===== config.mk =====
export PLATFORM = sky130hd
export DESIGN_NAME = signed_restoring_divider_core
export DESIGN_NICKNAME = d
export VERILOG_FILES = /design/src/design/srd_pkg.sv /design/src/design/srd_prep.sv /design/src/design/srd_step.sv /design/src/design/srd_fix.sv /design/src/design/signed_restoring_divider_core.sv
export VERILOG_INCLUDE_DIRS = /design/src /design/src/design
export SDC_FILE = /design/constraint.sdc
export NUM_CORES = 2
export LEC_CHECK = 0
export ABC_AREA = 1
export BUFFER_PORTS_ARGS = -buffer_cell sky130_fd_sc_hd__buf_4
export CAP_MARGIN = 10
export CORE_MARGIN = 4
export CORE_UTILIZATION = 55
export CTS_BUF_LIST = sky130_fd_sc_hd__clkbuf_4 sky130_fd_sc_hd__clkbuf_8
export CTS_CLUSTER_SIZE = 8
export DETAILED_ROUTE_END_ITERATION = 10
export GPL_TIMING_DRIVEN = 1
export PLACE_DENSITY = 0.79
export SKIP_CTS_REPAIR_TIMING = 1
export SLEW_MARGIN = 20
export SYNTH_ARGS = -nofsm -noshare
export SYNTH_HDL_FRONTEND = slang
export SYNTH_HIERARCHICAL = 1
export SYNTH_SLANG_ARGS = --single-unit
export TNS_END_PERCENT = 1

===== constraint.sdc =====
create_clock -name clock -period 3.8 [get_ports clock]
set_input_delay 1.14 -clock clock [delete_from_list [all_inputs] [get_ports clock]]
set_output_delay 1.14 -clock clock [all_outputs]
set_load 0.01 [all_outputs]

===== src/design/signed_restoring_divider_core_macros.svh =====
// Assertion macros used by the divider core module.
`ifndef SIGNED_RESTORING_DIVIDER_CORE_MACROS_SVH
`define SIGNED_RESTORING_DIVIDER_CORE_MACROS_SVH

// The consequent must hold in the same cycle as the antecedent.
`define SRD_ASSERT_IMPLY(label, clk, rst, ante, cons) \
   label: assert property (@(posedge clk) disable iff (rst) (ante) |-> (cons)) \
      else $error("srd assertion failed: same-cycle implication");

// The consequent must hold in the cycle after the antecedent.
`define SRD_ASSERT_NEXT(label, clk, rst, ante, cons) \
   label: assert property (@(posedge clk) disable iff (rst) (ante) |=> (cons)) \
      else $error("srd assertion failed: next-cycle implication");

`endif


===== src/design/srd_pkg.sv =====
`default_nettype none

package srd_pkg;

   localparam int unsigned DIV_WIDTH = 16;

   localparam logic [DIV_WIDTH-1:0] DIV_MIN_NEG = {1'b1, {(DIV_WIDTH-1){1'b0}}};
   localparam logic [DIV_WIDTH-1:0] DIV_MAX_POS = {1'b0, {(DIV_WIDTH-1){1'b1}}};
   localparam logic [DIV_WIDTH-1:0] DIV_ALL_ONES = {DIV_WIDTH{1'b1}};
   localparam logic [DIV_WIDTH-1:0] DIV_ZERO_VAL = {DIV_WIDTH{1'b0}};

   // Latency from an accepted transaction to its result strobe.
   localparam int unsigned DIV_LATENCY = DIV_WIDTH + 3;

   typedef enum logic [1:0] {
      STATUS_OK       = 2'd0,
      STATUS_DIV_ZERO = 2'd1,
      STATUS_OVERFLOW = 2'd2
   } status_type;

   typedef enum logic {
      ALG_RESTORING     = 1'b0,
      ALG_NON_RESTORING = 1'b1
   } algorithm_type;

   typedef struct packed {
      logic signed [DIV_WIDTH-1:0] dividend;
      logic signed [DIV_WIDTH-1:0] divisor;
   } req_type;

   typedef struct packed {
      logic signed [DIV_WIDTH-1:0] quotient;
      logic signed [DIV_WIDTH-1:0] remainder;
      status_type                  status;
   } rsp_type;

   // One division in flight between two pipeline stages.
   typedef struct packed {
      logic [DIV_WIDTH:0]   rem;
      logic [DIV_WIDTH-1:0] quo;
      logic [DIV_WIDTH-1:0] dmag;
      logic [DIV_WIDTH-1:0] dividend;
      logic                 nneg;
      logic                 dneg;
      status_type           status;
      algorithm_type        alg;
   } work_type;

endpackage

`default_nettype wire


===== src/design/srd_prep.sv =====
`default_nettype none

module srd_prep
   import srd_pkg::*;
(
   input  wire logic          clock,
   input  wire logic          reset,
   input  wire logic          in_valid,
   input  wire req_type       in_req,
   input  wire algorithm_type alg,
   output logic               out_valid,
   output work_type           out_item
);

   logic     valid_ff;
   work_type item_ff;
   work_type item_in;

   logic [DIV_WIDTH-1:0] dividend_bits;
   logic [DIV_WIDTH-1:0] divisor_bits;

   always_comb begin
      dividend_bits = in_req.dividend;
      divisor_bits  = in_req.divisor;

      item_in.nneg     = dividend_bits[DIV_WIDTH-1];
      item_in.dneg     = divisor_bits[DIV_WIDTH-1];
      item_in.rem      = '0;
      item_in.quo      = item_in.nneg ? (DIV_ZERO_VAL - dividend_bits) : dividend_bits;
      item_in.dmag     = item_in.dneg ? (DIV_ZERO_VAL - divisor_bits) : divisor_bits;
      item_in.dividend = dividend_bits;
      item_in.alg      = alg;

      priority if (divisor_bits == DIV_ZERO_VAL) begin
         item_in.status = STATUS_DIV_ZERO;
      end else if (dividend_bits == DIV_MIN_NEG && divisor_bits == DIV_ALL_ONES) begin
         item_in.status = STATUS_OVERFLOW;
      end else begin
         item_in.status = STATUS_OK;
      end
   end

   always_ff @(posedge clock) begin
      if (reset) begin
         valid_ff <= 1'b0;
      end else begin
         valid_ff <= in_valid;
      end
   end

   always_ff @(posedge clock) begin
      item_ff <= item_in;
   end

   assign out_valid = valid_ff;
   assign out_item  = item_ff;

endmodule

`default_nettype wire


===== src/design/srd_step.sv =====
`default_nettype none

module srd_step
   import srd_pkg::*;
(
   input  wire logic     clock,
   input  wire logic     reset,
   input  wire logic     in_valid,
   input  wire work_type in_item,
   output logic          out_valid,
   output work_type      out_item
);

   logic     valid_ff;
   work_type item_ff;
   work_type item_in;

   logic [DIV_WIDTH:0] shifted;
   logic [DIV_WIDTH:0] dext;
   logic [DIV_WIDTH:0] diff;
   logic [DIV_WIDTH:0] sum;
   logic [DIV_WIDTH:0] trial;

   always_comb begin
      shifted = {in_item.rem[DIV_WIDTH-1:0], in_item.quo[DIV_WIDTH-1]};
      dext    = {1'b0, in_item.dmag};
      diff    = shifted - dext;
      sum     = shifted + dext;
      trial   = diff;
      item_in = in_item;
      item_in.quo = {in_item.quo[DIV_WIDTH-2:0], 1'b0};

      unique case (in_item.alg)
         ALG_RESTORING: begin
            if (diff[DIV_WIDTH]) begin
               item_in.rem = shifted;
            end else begin
               item_in.rem    = diff;
               item_in.quo[0] = 1'b1;
            end
         end
         ALG_NON_RESTORING: begin
            trial          = shifted[DIV_WIDTH] ? sum : diff;
            item_in.rem    = trial;
            item_in.quo[0] = ~trial[DIV_WIDTH];
         end
         default: begin
            item_in.rem = shifted;
         end
      endcase
   end

   always_ff @(posedge clock) begin
      if (reset) begin
         valid_ff <= 1'b0;
      end else begin
         valid_ff <= in_valid;
      end
   end

   always_ff @(posedge clock) begin
      item_ff <= item_in;
   end

   assign out_valid = valid_ff;
   assign out_item  = item_ff;

endmodule

`default_nettype wire


===== src/design/srd_fix.sv =====
`default_nettype none

module srd_fix
   import srd_pkg::*;
(
   input  wire logic     clock,
   input  wire logic     reset,
   input  wire logic     in_valid,
   input  wire work_type in_item,
   output logic          out_valid,
   output rsp_type       out_rsp
);

   // First stage: remainder correction for a negative partial remainder.
   logic     corr_valid_ff;
   work_type corr_item_ff;
   work_type corr_item_in;

   // Second stage: sign fix-up and the special cases.
   logic    rsp_valid_ff;
   rsp_type rsp_ff;
   rsp_type rsp_in;

   logic [DIV_WIDTH-1:0] quo_mag;
   logic [DIV_WIDTH-1:0] rem_mag;

   always_comb begin
      corr_item_in = in_item;
      if (in_item.rem[DIV_WIDTH]) begin
         corr_item_in.rem = in_item.rem + {1'b0, in_item.dmag};
      end
   end

   always_comb begin
      quo_mag = corr_item_ff.quo;
      rem_mag = corr_item_ff.rem[DIV_WIDTH-1:0];
      rsp_in.status = corr_item_ff.status;

      unique case (corr_item_ff.status)
         STATUS_DIV_ZERO: begin
            rsp_in.quotient  = DIV_ZERO_VAL;
            rsp_in.remainder = corr_item_ff.dividend;
         end
         STATUS_OVERFLOW: begin
            rsp_in.quotient  = DIV_MAX_POS;
            rsp_in.remainder = DIV_ZERO_VAL;
         end
         default: begin
            rsp_in.quotient  = (corr_item_ff.nneg ^ corr_item_ff.dneg) ?
                               (DIV_ZERO_VAL - quo_mag) : quo_mag;
            rsp_in.remainder = corr_item_ff.nneg ? (DIV_ZERO_VAL - rem_mag) : rem_mag;
         end
      endcase
   end

   always_ff @(posedge clock) begin
      if (reset) begin
         corr_valid_ff <= 1'b0;
         rsp_valid_ff  <= 1'b0;
      end else begin
         corr_valid_ff <= in_valid;
         rsp_valid_ff  <= corr_valid_ff;
      end
   end

   always_ff @(posedge clock) begin
      corr_item_ff <= corr_item_in;
      rsp_ff       <= rsp_in;
   end

   assign out_valid = rsp_valid_ff;
   assign out_rsp   = rsp_ff;

endmodule

`default_nettype wire


===== src/design/signed_restoring_divider_core.sv =====
// Channel      Handshake               Payload
// request      start / busy            req_data (dividend, divisor)
// response     rsp_strobe              rsp_data (quotient, remainder, status)
// register     csr_valid / csr_ready   csr_data (algorithm select)
//
// A transaction is accepted in any cycle in which start is high and busy is low.
// Its result is strobed after passing through one input stage, one pipeline stage per
// quotient bit, a correction stage and an output stage. A new transaction may enter
// in every cycle in which busy is low.
// Busy is high during reset and for the cycle after; reset drops all transactions.
// The receiver cannot stall, so the pipeline never holds.
`default_nettype none

`include "signed_restoring_divider_core_macros.svh"

module signed_restoring_divider_core
   import srd_pkg::*;
(
   input  wire logic    clock,
   input  wire logic    reset,
   input  wire logic    start,
   output logic         busy,
   input  wire req_type req_data,
   output logic         rsp_strobe,
   output rsp_type      rsp_data,
   input  wire logic    csr_valid,
   output logic         csr_ready,
   input  wire logic    csr_data
);

   logic          busy_ff;
   algorithm_type alg_ff;
   algorithm_type alg_in;
   logic          req_accept;

   logic     step_valid [0:DIV_WIDTH];
   work_type step_item  [0:DIV_WIDTH];

   assign req_accept = start & ~busy_ff;
   assign busy       = busy_ff;
   assign csr_ready  = ~busy_ff;
   assign alg_in     = (csr_valid && csr_ready) ? algorithm_type'(csr_data) : alg_ff;

   always_ff @(posedge clock) begin
      if (reset) begin
         busy_ff <= 1'b1;
         alg_ff  <= ALG_RESTORING;
      end else begin
         busy_ff <= 1'b0;
         alg_ff  <= alg_in;
      end
   end

   srd_prep u_prep (
      .clock     (clock),
      .reset     (reset),
      .in_valid  (req_accept),
      .in_req    (req_data),
      .alg       (alg_ff),
      .out_valid (step_valid[0]),
      .out_item  (step_item[0])
   );

   for (genvar g = 0; g < DIV_WIDTH; g++) begin : g_step
      srd_step u_step (
         .clock     (clock),
         .reset     (reset),
         .in_valid  (step_valid[g]),
         .in_item   (step_item[g]),
         .out_valid (step_valid[g+1]),
         .out_item  (step_item[g+1])
      );
   end

   srd_fix u_fix (
      .clock     (clock),
      .reset     (reset),
      .in_valid  (step_valid[DIV_WIDTH]),
      .in_item   (step_item[DIV_WIDTH]),
      .out_valid (rsp_strobe),
      .out_rsp   (rsp_data)
   );

   `SRD_ASSERT_IMPLY(a_latency, clock, reset, req_accept, ##(DIV_LATENCY) rsp_strobe)
   `SRD_ASSERT_IMPLY(a_div_zero_quotient, clock, reset, rsp_strobe && rsp_data.status == STATUS_DIV_ZERO, rsp_data.quotient == DIV_ZERO_VAL)
   `SRD_ASSERT_IMPLY(a_overflow_result, clock, reset, rsp_strobe && rsp_data.status == STATUS_OVERFLOW, rsp_data.remainder == DIV_ZERO_VAL && rsp_data.quotient == DIV_MAX_POS)

endmodule

`default_nettype wire

* After elaboration in Yosys (flattened, before gate mapping)
Index checks and enable logic that the tools add are counted.
Operators by class: div/mod/pow operators 0, equality and inequality tests 4, shift operators 0, $lt $le $gt $ge 0, $mul 0, multiplexer cells 87, $add $sub $neg 36, bitwise gates (word level) 35, reduce and logical (&&, ||, !) cells 3
Operators by type and width (number):
- $pmux W16 S2 | 15
- $mux W16 | 18
- $mux W17 | 16
- $add A17 B16 Y17 | 15
- $sub A17 B16 Y17 | 15
- $pmux W32 S2 | 1
- $sub A1 B16 Y16 const A | 4
- $pmux W17 S2 | 1
- $not A1 Y1 | 33
- $eq A16 B16 Y1 const B | 2
- $pmux W1 S2 | 16
- $mux W15 | 2
- $mux W1 | 17
- $sub A1 B16 Y17 | 1
- $add A16 B16 Y16 | 1
- $logic_not A16 Y1 | 1
- $eq A2 B1 Y1 const B | 1
- $eq A2 B2 Y1 const B | 1
- $logic_and A1 B1 Y1 | 2
- $mux W2 | 1
- $and A1 B1 Y1 | 1
- $xor A1 B1 Y1 | 1
Word-level totals: logic and storage cells 331, RAM bits 0, memories kept 0, bits in registers 1264, output and inout port bits 37, bits in latches 0, input port bits 37, bits in read-only memories 0

* Logic depth before layout (Yosys ltp)
depth after elaboration 4, gate-level depth with buffers 18

* Modules after synthesis
Netlist, hierarchy kept.
Modules (own cells, without submodules):
- srd_step (g_step[2].u_step ...) | times used 8, seq. area each 1421.4 µm², area each 4031.4 µm², cells an instance 579
- srd_step (g_step[12].u_step ...) | times used 5, seq. area each 1421.4 µm², area each 3921.3 µm², cells an instance 573
- srd_step (g_step[0].u_step ...) | times used 3, seq. area each 1421.4 µm², area each 4021.4 µm², cells an instance 583
- srd_fix | times used 1, seq. area each 1761.7 µm², area each 4032.6 µm², cells an instance 551
- srd_prep | times used 1, seq. area each 1041.0 µm², area each 2170.8 µm², cells an instance 264
- signed_restoring_divider_core | times used 1, seq. area each 40.0 µm², area each 81.3 µm², cells an instance 11

* Least setup slack after synthesis
OpenSTA, ideal clock, no wires.
kind register to register, start register g_step[9].u_step.item_ff (netlist bit g_step[9].u_step/out_item[52]), end register g_step[10].u_step.item_ff (netlist bit g_step[10].u_step/out_item[68]), setup slack 1.302 ns, stages on the path, launching flop included 18, data required time 3.742 ns, arrival 2.440 ns, period minus slack after synthesis 2.498 ns, cells stage by stage dfxtp_1 > inv_1 > ha_1 > fa_1 > inv_1 > nand3_1 > nand2_1 > nand3_1 > nand2_1 > nand3b_1 > nand2_1 > ha_1 > nor2_2 > clkbuf_1 > nand2_1 > nand2_1 > inv_1 > nand2_1
RTL lines:
- start: declaration | line srd_step.sv:15 | work_type item_ff;
- start signal: assignment | line srd_step.sv:62 | item_ff <= item_in;
- end signal: assignment | line srd_step.sv:62
- end: declaration | line srd_step.sv:15

==> out/results.ini <==
[clock_network]
clock_latency_ns = 0.92
clockBufferDepth = 3
cts.sinks = 1262
cts_tree = done
clkSlewWorstSetupHoldPaths_ns = 0.06
cts_made_buffers = 202
root_buffer = clkbuf_8
htree_levels = 4

[global_routing]
grt-busiest-layer = met2
track_usage = 0.300
use_met2 = 0.481
grt-ovfl-total = 0
antenna_found_initial = 10
grt_pass1_vias = 58200
grtUsageMet1 = 0.411
grt_pass1_wl_um = 316000
grt.met3_usage = 0.0446
grt_max_degree = 27

[pwr]
irDropWorstVdd_mv = 0.488
finalPower_mw = 71.0
p_leak_nw = 40.4
powerDensity_nw_per_um2 = 950

[synthesis]
syn_avg_cell_area_um2 = 6.96
synthCells = 10000
syn_area_um2 = 69700
yosysWarnings = 6

[floorplan]
start_util = 0.554
row_count = 130
die_height_um = 364
die_w_um = 364
top_level_ports = 74
die-area_um2 = 132000
core_area_um2 = 126000

[timing]
drv_slew = 0
tightest_slew_ns = 0.900
relSlewSlack = 0.400
finalSetupViolations = 0
skew_ns = 0.0470
setup_tns_ns = 0
fmax_mhz = 288
finalHoldViolations = 0
min_period_ns = 3.47
finalCritPeriodShare = 0.913
rsz0062_at_grt = no

[finish]
drive_gt1_frac = 0.0818
fillCellCount = 11700
syn_to_final_growth_pct = 7.28
nets = 10700

[placed_design]
io_buffers = 73
finalWeightedCongestion = 0.987
dpl.hpwl_um = 161000

[worst_setup_path]
worst_setup_path_start_kind = flop
rr_startpoint = g_step[3].u_step/out_item[32]
worstPathArrival_ns = 4.19
end_kind = flop
endpoint = g_step[4].u_step/out_item[65]
startpoint = g_step[3].u_step/out_item[32]
critPathKind = flop to flop
cp.required_ns = 4.53
reg2reg_setup_slack_ns = 0.33
r2r_end = g_step[4].u_step/out_item[65]
cp_max_fo = 9
r2r.worst_path.cells = 14

[drt]
vias = 61800
dr.pass1.iters = 8
drc = 0
via_per_inst = 5.21
wire_per_inst_um = 17.2
wl_um = 203000
ant_nets = 0
drt_iter0_drc = 5435

[run]
drv_cap = 0

[worst_hold_path]
hold_class = flop to flop

[outcome]
status = completed

final cells by class:
cell class | count | area (um^2) | share of cell area
clock inverters | 46 | 474 | 0.00634
diodes | 3 | 7.51 | 0.000100
flip-flops and latches | 1262 | 25300 | 0.338
inverters | 1746 | 6560 | 0.0877
clock buffers | 266 | 3500 | 0.0468
multi-input cells | 6759 | 36000 | 0.481
repair buffers | 121 | 908 | 0.0122
well taps | 1650 | 2060 | 0.0276
per-stage QoR:
stage	instance area, um^2	hold WS (ns)	std cells	utilization	setup WS (ns)
CTS	74800	0.225	11900	0.595	0.411
global placement	70800	0.310	11500	0.563	0.492
global route	74800	0.289	11900	0.595	0.147
detailed placement	70800	0.312	11500	0.563	0.477
floorplan	69700	0.310	10000	-	1.30
finish	74800	0.292	11900	0.595	0.331
power breakdown:
part | leakage [nW] | internal, mW | switching, mW
Sequential | 10.6 | 16.6 | 3.04
Combinational | 27.7 | 12.9 | 27.0
Clock | 2.07 | 6.25 | 5.32
Total | 40.4 | 35.7 | 35.3
registers in the layout, indices dropped and copies added (netlist names):
register,count
u_prep/out_item,51
u_prep/out_valid,1
u_fix/quo_mag,16
u_fix/corr_valid_ff,1
alg_ff,1
g_step.u_step/out_item,1104
u_fix/out_valid,1
busy,1
u_fix/corr_item_ff,36
g_step.u_step/out_valid,16
u_fix/out_rsp,34
cell usage in the layout, fill, tap and decap left out, types with 8 or more instances in the layout:
master,count
or2_0,15
xor2_1,141
nand3_2,31
ha_1,550
o21ai_0,149
nand2_2,116
o21ai_1,13
and2_1,27
xnor2_1,37
nor3_2,24
o21ai_2,15
nand3_1,1068
buf_4,121
nand3b_1,9
clkinv_1,30
or2_2,8
nor3_1,28
clkbuf_4,26
o21bai_1,82
nand4_1,99
a21oi_4,11
fa_1,33
nand2_1,3269
dfxtp_1,1262
conb_1,16
nor2_1,515
inv_2,91
clkbuf_8,240
nor2_2,39
a21oi_2,53
clkinvlp_4,9
o211ai_1,101
inv_1,1624
clkinv_2,20
a21oi_1,280
how the worst min path moves through the flow:
stage	to	slack [ns]	depth (start not counted)	from
2_1_floorplan	g_step[0].u_step/out_item[10]	0.31	0	u_prep/out_item[10]
6_report	u_fix/corr_item_ff[6]	0.29	0	g_step[15].u_step/out_item[6]
5_1_grt	u_prep/out_item[7]	0.29	1	req_data[18]
3_3_place_gp	g_step[2].u_step/out_item[4]	0.31	0	g_step[1].u_step/out_item[4]
4_1_cts	u_prep/out_item[7]	0.22	1	req_data[18]
3_5_place_dp	g_step[0].u_step/out_item[2]	0.31	0	u_prep/out_item[2]
worst max-delay path: stages, from the launching register on:
cell and delay [ns]:
dfxtp_1 0.57, inv_1 0.09, ha_1 0.47, nand2_1 0.11, nand2_1 0.08, o21bai_1 0.17
a21oi_1 0.22, nand2_1 0.09, ha_1 0.29, nand2_1 0.27, clkinv_1 0.48, nand2_1 0.20
nand2_1 0.06, inv_1 0.05, nand2_1 0.15
metal layers:
layer | routed length [um] | up-vias
li1 | - | 31000
met1 | 92500 | 28100
met2 | 90000 | 2246
met3 | 13800 | 439
met4 | 7090 | 6
met5 | 40 | -
(Power assumes the default switching activity.)
